<file path="src/hdl/almw_pkg.sv">
package almw_pkg;

  localparam int unsigned PART_CHARS = 4;
  localparam int unsigned KEY_CHARS  = 4;

  localparam logic [7:0] CHAR_TAB   = 8'd9;
  localparam logic [7:0] CHAR_NL    = 8'd10;
  localparam logic [7:0] CHAR_VT    = 8'd11;
  localparam logic [7:0] CHAR_FF    = 8'd12;
  localparam logic [7:0] CHAR_CR    = 8'd13;
  localparam logic [7:0] CHAR_SPACE = 8'd32;
  localparam logic [7:0] CHAR_NUL   = 8'd0;
  localparam logic [7:0] CHAR_SLASH = 8'h2F;
  localparam logic [7:0] CHAR_AT    = 8'h40;
  localparam logic [7:0] CHAR_PLUS  = 8'h2B;
  localparam logic [7:0] CHAR_MINUS = 8'h2D;
  localparam logic [7:0] CHAR_EQ    = 8'h3D;
  localparam logic [7:0] CHAR_SEMI  = 8'h3B;
  localparam logic [7:0] CHAR_ZERO  = 8'h30;
  localparam logic [7:0] CHAR_NINE  = 8'h39;

  typedef enum logic [1:0] {
    KIND_NONE = 2'd0,
    KIND_A    = 2'd1,
    KIND_C    = 2'd2
  } line_kind_e;

  typedef enum logic [1:0] {
    SEC_DEST = 2'd0,
    SEC_COMP = 2'd1,
    SEC_JUMP = 2'd2
  } section_e;

  typedef struct packed {
    line_kind_e  kind;
    logic        equals_seen;
    section_e    section;
    logic        negative;
    logic [14:0] address;
  } line_ctrl_t;

  // {hit, code}
  function automatic logic [7:0] comp_lookup(logic [31:0] key);
    logic [7:0] r;
    r = 8'h00;
    case (key)
      32'("0"):   r = {1'b1, 7'h2A};
      32'("1"):   r = {1'b1, 7'h3F};
      32'("-1"):  r = {1'b1, 7'h3A};
      32'("D"):   r = {1'b1, 7'h0C};
      32'("A"):   r = {1'b1, 7'h30};
      32'("!D"):  r = {1'b1, 7'h0D};
      32'("!A"):  r = {1'b1, 7'h31};
      32'("-D"):  r = {1'b1, 7'h0F};
      32'("-A"):  r = {1'b1, 7'h33};
      32'("D+1"): r = {1'b1, 7'h1F};
      32'("1+D"): r = {1'b1, 7'h1F};
      32'("A+1"): r = {1'b1, 7'h37};
      32'("1+A"): r = {1'b1, 7'h37};
      32'("D-1"): r = {1'b1, 7'h0E};
      32'("A-1"): r = {1'b1, 7'h32};
      32'("D+A"): r = {1'b1, 7'h02};
      32'("D-A"): r = {1'b1, 7'h13};
      32'("A-D"): r = {1'b1, 7'h07};
      32'("D&A"): r = {1'b1, 7'h00};
      32'("D|A"): r = {1'b1, 7'h15};
      32'("M"):   r = {1'b1, 7'h70};
      32'("!M"):  r = {1'b1, 7'h71};
      32'("-M"):  r = {1'b1, 7'h73};
      32'("M+1"): r = {1'b1, 7'h77};
      32'("1+M"): r = {1'b1, 7'h77};
      32'("M-1"): r = {1'b1, 7'h72};
      32'("D+M"): r = {1'b1, 7'h42};
      32'("M+D"): r = {1'b1, 7'h42};
      32'("D-M"): r = {1'b1, 7'h53};
      32'("M-D"): r = {1'b1, 7'h47};
      32'("D&M"): r = {1'b1, 7'h40};
      32'("M&D"): r = {1'b1, 7'h40};
      32'("D|M"): r = {1'b1, 7'h55};
      32'("M|D"): r = {1'b1, 7'h55};
      default:    r = 8'h00;
    endcase
    return r;
  endfunction

  function automatic logic [3:0] dest_lookup(logic [31:0] key);
    logic [3:0] r;
    r = 4'h0;
    case (key)
      32'("null"): r = {1'b1, 3'd0};
      32'("M"):    r = {1'b1, 3'd1};
      32'("D"):    r = {1'b1, 3'd2};
      32'("MD"):   r = {1'b1, 3'd3};
      32'("A"):    r = {1'b1, 3'd4};
      32'("AM"):   r = {1'b1, 3'd5};
      32'("AD"):   r = {1'b1, 3'd6};
      32'("AMD"):  r = {1'b1, 3'd7};
      default:     r = 4'h0;
    endcase
    return r;
  endfunction

  function automatic logic [3:0] jump_lookup(logic [31:0] key);
    logic [3:0] r;
    r = 4'h0;
    case (key)
      32'("null"): r = {1'b1, 3'd0};
      32'("JGT"):  r = {1'b1, 3'd1};
      32'("JEQ"):  r = {1'b1, 3'd2};
      32'("JGE"):  r = {1'b1, 3'd3};
      32'("JLT"):  r = {1'b1, 3'd4};
      32'("JNE"):  r = {1'b1, 3'd5};
      32'("JLE"):  r = {1'b1, 3'd6};
      32'("JMP"):  r = {1'b1, 3'd7};
      default:     r = 4'h0;
    endcase
    return r;
  endfunction

endpackage

</file>
<file path="src/hdl/almw_line_parser.sv">
module almw_line_parser #(
  parameter int unsigned PartChars = almw_pkg::PART_CHARS,
  localparam int unsigned LenW = $clog2(PartChars + 2)
) (
  input  logic                               clk_i,
  input  logic                               rst_ni,
  input  logic                               step_i,
  input  logic [7:0]                         byte_i,
  output logic                               emit_o,
  output almw_pkg::line_ctrl_t               ctrl_o,
  output logic [2:0][PartChars-1:0][7:0]     text_o,
  output logic [2:0][LenW-1:0]               len_o
);
  import almw_pkg::*;

  line_kind_e                   kind_q, kind_d, kind_eff;
  logic                         comment_q, comment_d;
  section_e                     sec_q, sec_d;
  logic                         equals_q, equals_d;
  logic [14:0]                  addr_q, addr_d;
  logic                         neg_q, neg_d;
  logic                         ended_q, ended_d;
  logic                         first_q, first_d;
  logic [2:0][LenW-1:0]         len_q, len_d;
  logic [2:0][PartChars-1:0][7:0] text_q;
  logic                         add_en;
  logic                         is_nl, is_ws, is_cmt, is_digit;

  assign is_nl    = (byte_i == CHAR_NL);
  assign is_ws    = (byte_i == CHAR_TAB) || (byte_i == CHAR_VT) || (byte_i == CHAR_FF) ||
                    (byte_i == CHAR_CR) || (byte_i == CHAR_SPACE);
  assign is_cmt   = (byte_i == CHAR_SLASH) || (byte_i == CHAR_NUL);
  assign is_digit = (byte_i >= CHAR_ZERO) && (byte_i <= CHAR_NINE);
  assign kind_eff = (kind_q == KIND_NONE) ? KIND_C : kind_q;

  always_comb begin
    kind_d    = kind_q;
    comment_d = comment_q;
    sec_d     = sec_q;
    equals_d  = equals_q;
    addr_d    = addr_q;
    neg_d     = neg_q;
    ended_d   = ended_q;
    first_d   = first_q;
    len_d     = len_q;
    add_en    = 1'b0;
    if (step_i) begin
      if (is_nl) begin
        kind_d    = KIND_NONE;
        comment_d = 1'b0;
        sec_d     = SEC_DEST;
        equals_d  = 1'b0;
        addr_d    = '0;
        neg_d     = 1'b0;
        ended_d   = 1'b0;
        first_d   = 1'b1;
        len_d     = '0;
      end else if (!comment_q && !is_ws) begin
        if (is_cmt) begin
          comment_d = 1'b1;
        end else if (kind_q == KIND_NONE && byte_i == CHAR_AT) begin
          kind_d = KIND_A;
        end else begin
          kind_d = kind_eff;
          if (kind_eff == KIND_A) begin
            first_d = 1'b0;
            if (!ended_q) begin
              if (first_q && (byte_i == CHAR_PLUS || byte_i == CHAR_MINUS)) begin
                neg_d = (byte_i == CHAR_MINUS);
              end else if (is_digit) begin
                addr_d = addr_q * 15'd10 + {11'd0, byte_i[3:0]};
              end else begin
                ended_d = 1'b1;
              end
            end
          end else if (byte_i == CHAR_EQ && sec_q == SEC_DEST) begin
            equals_d = 1'b1;
            sec_d    = SEC_COMP;
          end else if (byte_i == CHAR_SEMI && sec_q != SEC_JUMP) begin
            sec_d = SEC_JUMP;
          end else begin
            add_en = 1'b1;
          end
        end
      end
    end
    if (add_en) begin
      for (int p = 0; p < 3; p++) begin
        if (sec_q == section_e'(p) && len_q[p] <= LenW'(PartChars)) begin
          len_d[p] = len_q[p] + LenW'(1);
        end
      end
    end
  end

  always_ff @(posedge clk_i or negedge rst_ni) begin
    if (!rst_ni) begin
      kind_q    <= KIND_NONE;
      comment_q <= 1'b0;
      sec_q     <= SEC_DEST;
      equals_q  <= 1'b0;
      addr_q    <= '0;
      neg_q     <= 1'b0;
      ended_q   <= 1'b0;
      first_q   <= 1'b1;
      len_q     <= '0;
    end else begin
      kind_q    <= kind_d;
      comment_q <= comment_d;
      sec_q     <= sec_d;
      equals_q  <= equals_d;
      addr_q    <= addr_d;
      neg_q     <= neg_d;
      ended_q   <= ended_d;
      first_q   <= first_d;
      len_q     <= len_d;
    end
  end

  always_ff @(posedge clk_i) begin
    if (add_en) begin
      for (int p = 0; p < 3; p++) begin
        for (int i = 0; i < int'(PartChars); i++) begin
          if (sec_q == section_e'(p) && len_q[p] == LenW'(i)) begin
            text_q[p][i] <= byte_i;
          end
        end
      end
    end
  end

  assign emit_o = is_nl && (kind_q != KIND_NONE);

  always_comb begin
    ctrl_o.kind        = kind_q;
    ctrl_o.equals_seen = equals_q;
    ctrl_o.section     = sec_q;
    ctrl_o.negative    = neg_q;
    ctrl_o.address     = addr_q;
  end

  assign text_o = text_q;
  assign len_o  = len_q;

endmodule

</file>
<file path="src/hdl/almw_encoder.sv">
module almw_encoder #(
  parameter int unsigned PartChars = almw_pkg::PART_CHARS,
  localparam int unsigned LenW = $clog2(PartChars + 2)
) (
  input  almw_pkg::line_ctrl_t               ctrl_i,
  input  logic [2:0][PartChars-1:0][7:0]     text_i,
  input  logic [2:0][LenW-1:0]               len_i,
  output logic [15:0]                        word_o,
  output logic                               invalid_o
);
  import almw_pkg::*;

  logic [2:0][31:0] key;
  logic [2:0]       fits;
  logic [7:0]       comp_r;
  logic [3:0]       dest_r, jump_r;
  logic             comp_hit, dest_hit, jump_hit;
  logic [14:0]      addr_val;

  // right-align the part text so it matches a string literal
  always_comb begin
    for (int p = 0; p < 3; p++) begin
      key[p] = '0;
      for (int i = 0; i < int'(KEY_CHARS); i++) begin
        if (LenW'(i) < len_i[p]) begin
          key[p] = {key[p][23:0], text_i[p][i]};
        end
      end
      fits[p] = (len_i[p] <= LenW'(KEY_CHARS));
    end
  end

  always_comb begin
    if (ctrl_i.equals_seen) begin
      dest_r   = dest_lookup(key[0]);
      dest_hit = dest_r[3] && fits[0];
      comp_r   = comp_lookup(key[1]);
      comp_hit = comp_r[7] && fits[1];
    end else begin
      dest_r   = 4'h8;
      dest_hit = 1'b1;
      comp_r   = comp_lookup(key[0]);
      comp_hit = comp_r[7] && fits[0];
    end
    if (ctrl_i.section == SEC_JUMP) begin
      jump_r   = jump_lookup(key[2]);
      jump_hit = jump_r[3] && fits[2];
    end else begin
      jump_r   = 4'h8;
      jump_hit = 1'b1;
    end
  end

  assign addr_val = ctrl_i.negative ? (15'd0 - ctrl_i.address) : ctrl_i.address;

  always_comb begin
    word_o    = '0;
    invalid_o = 1'b0;
    if (ctrl_i.kind == KIND_A) begin
      word_o = {1'b0, addr_val};
    end else if (comp_hit && dest_hit && jump_hit) begin
      word_o = {3'b111, comp_r[6:0], dest_r[2:0], jump_r[2:0]};
    end else begin
      invalid_o = 1'b1;
    end
  end

endmodule

</file>
<file path="src/hdl/asm_line_to_machine_word_unit.sv">
// Hack assembly line encoder.
// Slave stream: one ASCII byte of source text per request on s_axis_tdata_i.
// Whitespace is dropped, '/' or NUL drops the rest of the line, byte 10 ends
// the line. A line opening with '@' yields an address word; any other
// non-blank line is decoded as dest=comp;jump. Blank lines yield nothing.
// Master stream: one request per non-blank line, tdata = machine word,
// tuser = invalid flag (word is zero when set).
// Throughput: one byte per cycle unless a newline waits for the result
// register; set by the per-byte line-state update between the input and
// result registers. A line's result passes from the input register, which
// holds its newline, to the result register, which drives the master side.
// Reset clears line state and both valid flags; nothing is pending after it.
// When the master side stalls, the result holds and one more byte may wait
// in the input register; bytes that produce no result keep flowing, a
// newline that produces one waits until the result register frees.
module asm_line_to_machine_word_unit #(
  parameter int unsigned PartChars = almw_pkg::PART_CHARS
) (
  input  logic        clk_i,
  input  logic        rst_ni,
  input  logic        s_axis_tvalid_i,
  output logic        s_axis_tready_o,
  input  logic [7:0]  s_axis_tdata_i,   // [7:0] text_byte
  output logic        m_axis_tvalid_o,
  input  logic        m_axis_tready_i,
  output logic [15:0] m_axis_tdata_o,   // [15:0] machine_word
  output logic        m_axis_tuser_o    // [0] invalid
);
  import almw_pkg::*;

  localparam int unsigned LenW = $clog2(PartChars + 2);

  logic                           in_valid_q;
  logic [7:0]                     in_byte_q;
  logic                           out_valid_q;
  logic [15:0]                    out_word_q;
  logic                           out_invalid_q;
  logic                           out_free, consume, emit;
  line_ctrl_t                     ctrl;
  logic [2:0][PartChars-1:0][7:0] text;
  logic [2:0][LenW-1:0]           len;
  logic [15:0]                    word;
  logic                           invalid;

  assign out_free        = !out_valid_q || m_axis_tready_i;
  assign consume         = in_valid_q && (!emit || out_free);
  assign s_axis_tready_o = !in_valid_q || consume;

  almw_line_parser #(.PartChars(PartChars)) u_parser (
    .clk_i  (clk_i),
    .rst_ni (rst_ni),
    .step_i (consume),
    .byte_i (in_byte_q),
    .emit_o (emit),
    .ctrl_o (ctrl),
    .text_o (text),
    .len_o  (len)
  );

  almw_encoder #(.PartChars(PartChars)) u_encoder (
    .ctrl_i    (ctrl),
    .text_i    (text),
    .len_i     (len),
    .word_o    (word),
    .invalid_o (invalid)
  );

  always_ff @(posedge clk_i or negedge rst_ni) begin
    if (!rst_ni) begin
      in_valid_q  <= 1'b0;
      out_valid_q <= 1'b0;
    end else begin
      if (s_axis_tready_o) begin
        in_valid_q <= s_axis_tvalid_i;
      end
      if (consume && emit) begin
        out_valid_q <= 1'b1;
      end else if (m_axis_tready_i) begin
        out_valid_q <= 1'b0;
      end
    end
  end

  always_ff @(posedge clk_i) begin
    if (s_axis_tvalid_i && s_axis_tready_o) begin
      in_byte_q <= s_axis_tdata_i;
    end
    if (consume && emit) begin
      out_word_q    <= word;
      out_invalid_q <= invalid;
    end
  end

  assign m_axis_tvalid_o = out_valid_q;
  assign m_axis_tdata_o  = out_word_q;
  assign m_axis_tuser_o  = out_invalid_q;

endmodule

</file>
<file path="config.mk">
export PLATFORM = sky130hd
export DESIGN_NAME = asm_line_to_machine_word_unit
export DESIGN_NICKNAME = d
export VERILOG_FILES = /design/src/hdl/almw_pkg.sv /design/src/hdl/almw_line_parser.sv /design/src/hdl/almw_encoder.sv /design/src/hdl/asm_line_to_machine_word_unit.sv
export SDC_FILE = /design/constraint.sdc
export NUM_CORES = 1
export LEC_CHECK = 0
export BUFFER_PORTS_ARGS = -buffer_cell sky130_fd_sc_hd__buf_4
export CAP_MARGIN = 20
export CORE_ASPECT_RATIO = 1.1
export CORE_MARGIN = 2
export CORE_UTILIZATION = 30
export DETAILED_ROUTE_END_ITERATION = 16
export SETUP_SLACK_MARGIN = 0.5
export SYNTH_ARGS = -nofsm -noshare
export SYNTH_HDL_FRONTEND = slang
export SYNTH_SLANG_ARGS = --single-unit
</file>
<file path="constraint.sdc">
create_clock -name clk_i -period 5.72 [get_ports clk_i]
set_clock_uncertainty 0.1 [all_clocks]
set_input_delay 0.286 -clock clk_i [delete_from_list [all_inputs] [get_ports clk_i]]
set_output_delay 0.286 -clock clk_i [all_outputs]
set_load 0.05 [all_outputs]
</file>
==> impl_metrics.csv <==
group,metric,value,unit
finish,layout-drive-gt1-share,13.0,%
sta,fmax,0.208,GHz
floorplanning,die_x,188,um
clock_network,clkTransAtPathRegs,0.07,ns
status,status,"complete, no violations",
floorplanning,core_area,36900,um2
finish,nNetsFinal,1211,
clock_network,h-tree-depth,4,
global_routing,grt_max_degree,49,
floorplanning,rows,74,
synth,syn_nets,1187,
drt,finalWirelength,30.7,mm
finish,fillers,3798,
sta,worst_pin_slew,1.01,ns
sta,relSlewSlack,32.8,%
worst_setup_path,cpMaxStageDelayCell,"a211oi_1",
global_routing,grt_pass1_wl,48.7,mm
synth,ys.flop_type,"edfxtp_1",
synth,seq_area_frac_synth,40.5,%
sta,fin_setup_tns,0,ns
clock_network,clkLatencyLatePin,0.44,ns
drt,avgViaCountPerCell,5.53,
drt,first_pass_iters,7,
sta,finalMaxSlewViolations,0,
sta,rsz0062_at_grt,"no",
sta,setup_violations,0,
placement,portBuffers,30,
worst_setup_path,crit_chain,"buf_4 -> nand2b_1 -> o21ai_0 -> and4_1 -> and2_1 -> nand2_1 -> a211oi_1 -> a2111oi_1 -> a31oi_2 -> a31oi_1 -> or3_1 -> o31ai_2",
placement,placed_area,11700,um2
drt,first_iter_violations,621,
worst_setup_path,cp.arrival,4.97,ns
pwr,vdd_drop_max,0.275,mV
placement,place_congestion,0.939,
clock_network,root_buffer,"clkbuf_16",
drt,ant_nets,0,
synth,syn_area_per_cell,9.77,um2
worst_setup_path,cp-end-kind,"flip-flop",
worst_setup_path,start_kind,"flip-flop",
drt,drt_drc_violations_left,0,
worst_setup_path,required,5.88,ns
synth,synth_area,11100,um2
synth,ys_async_sr_fraction,22.4,%
drt,wl_per_cell,18.4,um
flow_run,max_cap_viol_count,0,
sta,worst_slack,0.910,ns
global_routing,grt_usage,16.0,%
synth,yosysWarningCount,0,
worst_setup_path,path_max_fanout,16,
floorplanning,ios,31,
clock_network,clockBufferDepth,2,
clock_network,cts_sinks,156,
clock_network,cts_tree,"yes",
placement,dpl_worst_slack,0.842,ns
sta,finalCritPeriodShare,84.1,%
synth,synth_cells,1139,
placement,hpwl,22.5,mm
floorplanning,dieArea,38700,um2
worst_setup_path,path_class,"flip-flop to flip-flop",
finish,n_antenna_cell,0,
synth,synth-edff-count,121,
finish,seq_area,4510,um2
clock_network,post_cts_buffers,0,
finish,multiInputGateArea,6170,um2
sta,finalHoldViolCount,0,
finish,area_growth,12.0,%
global_routing,antenna_found_initial,0,
synth,ys_types,107,
drt,vias,9242,
floorplanning,die_h,206,um
finish,utilization,33.8,%
sta,fin_hold_ws,0.0615,ns
finish,stdcell_area,12500,um2
pwr,power_density,347,nW/um2
clock_network,numCtsBuffers,17,
global_routing,gr-total-overflow,0,
global_routing,grt_pass1_vias,8791,
synth,yosys_register_bits,156,
worst_setup_path,max_stage_delay,0.62,ns
floorplanning,start_util,30.2,%
sta,period_needed,4.81,ns
pwr,p_leak,0.00451,uW
worst_hold_path,hold_class,"input pin to flip-flop",
## cells in the final DEF, fill, tap and decap left out, types with 10 or more instances in the layout
cell type / n
xnor2_1: 31
nand2b_1: 23
xor2_1: 11
nor4b_1: 11
and2_1: 19
nor2_1: 87
o31ai_1: 25
nor2b_1: 19
edfxtp_1: 121
a211oi_1: 10
buf_4: 45
nand3_1: 47
a22oi_1: 13
dfrtp_1: 32
nor3_1: 32
ha_1: 34
a21o_1: 15
dlygate4sd3_1: 10
mux2i_1: 25
inv_1: 27
clkbuf_16: 17
a31oi_1: 10
nand4_1: 15
nand2_1: 124
a21oi_1: 50
nor4_1: 13
o21ai_0: 61
## cells by family after synthesis
logic type / synth area share [%]
simple gates: 24.9
compound gates: 18.9
flops: 40.5
buf+inv: 4.11
xor+xnor: 3.30
mux: 4.10
fa+ha+maj: 4.18
## synth_stat cells (13+ instances only)
library cell    n  area share (%)
nand2_1       124             4.2
edfxtp_1      121              33
nor2_1         87             2.9
o21ai_0        61             2.7
a21oi_1        50             2.2
nand3_1        47             2.1
dfrtp_1        34             7.6
ha_1           34             3.8
nor3_1         32             1.4
xnor2_1        31             2.4
inv_1          27            0.91
mux2i_1        25             2.2
o31ai_1        25             1.7
nand2b_1       23             1.3
nor2b_1        20             1.1
and2_1         19             1.1
clkbuf_1       19            0.64
a21o_1         15             1.0
buf_6          15             1.5
nand4_1        15            0.84
a22oi_1        13            0.88
nor4_1         13            0.73
## routing by layer
layer	share of wire (%)	global-route usage [%]	vias up	wire (um)
met5	0	0	-	0
met4	3.5	7.65	0	1090
met3	4.8	2.39	70	1480
met2	48	26.8	323	14600
met1	44	20.3	4443	13500
li1	-	-	4406	-
## worst max-delay path, delay by kind of cell, from the launching register on
kind / cells / cell delay (ns)
buf+inv: 1 / 0.26
simple gates: 5 / 1.52
flops: 1 / 0.55
compound gates: 6 / 2.19
## through the flow
step,instances,total power (uW)
after floorplan,1139,2850
after global placement,1626,3140
after detailed placement,1626,3150
after CTS,1668,4320
after global routing,1670,4570
final,1670,4320
## layout make-up
type                       instances  area share [%]
clock buffer                      18            3.44
clock inverter                    14            1.40
inverter                          28           0.843
multi-input combinational        903            49.5
sequential                       156            36.2
tap                              494            4.96
timing repair buffer              57            3.69
## worst paths after layout
check,from,end,slack (ns),depth (start not counted)
worst min register to register,u_parser.first_q$_DFFE_PN1P_,u_parser.first_q$_DFFE_PN1P_,0.37,2
min in group asynchronous,rst_ni,u_parser.addr_q[14]$_DFFE_PN0P_,0.27,2
max in group asynchronous,rst_ni,u_parser.len_o[4]$_DFF_PN0_,4.86,2
worst max register to register,u_parser.len_o[5]$_DFF_PN0_,m_axis_tdata_o[6]$_DFFE_PP_,0.91,12
worst max-delay path,u_parser.len_o[5]$_DFF_PN0_,m_axis_tdata_o[6]$_DFFE_PP_,0.91,12
worst min-delay path,m_axis_tready_i,m_axis_tvalid_o$_DFFE_PN0P_,0.06,3
## what timing repair did
item                                    4_1_cts  5_1_grt
hold buffers                                 10        0
resized for setup                             0        2
hold endpoints to repair                     43        0
endpoints found under the setup margin        0       10
## state kept, by name, indices dropped and copies added, names as in the netlist, 2 cells and up
name,count
u_parser.kind_q,2
m_axis_tdata_o,16
u_parser.sec_q,2
in_byte_q,8
u_parser.addr_q,15
u_parser.len_o,9
u_parser.text_o,96
## report_power, final
| part | switching, uW | internal, uW |
|---|---|---|
| Sequential | 213 | 1320 |
| Combinational | 1030 | 607 |
| Clock | 492 | 660 |
No activity file was read; power rests on OpenSTA's default activity.
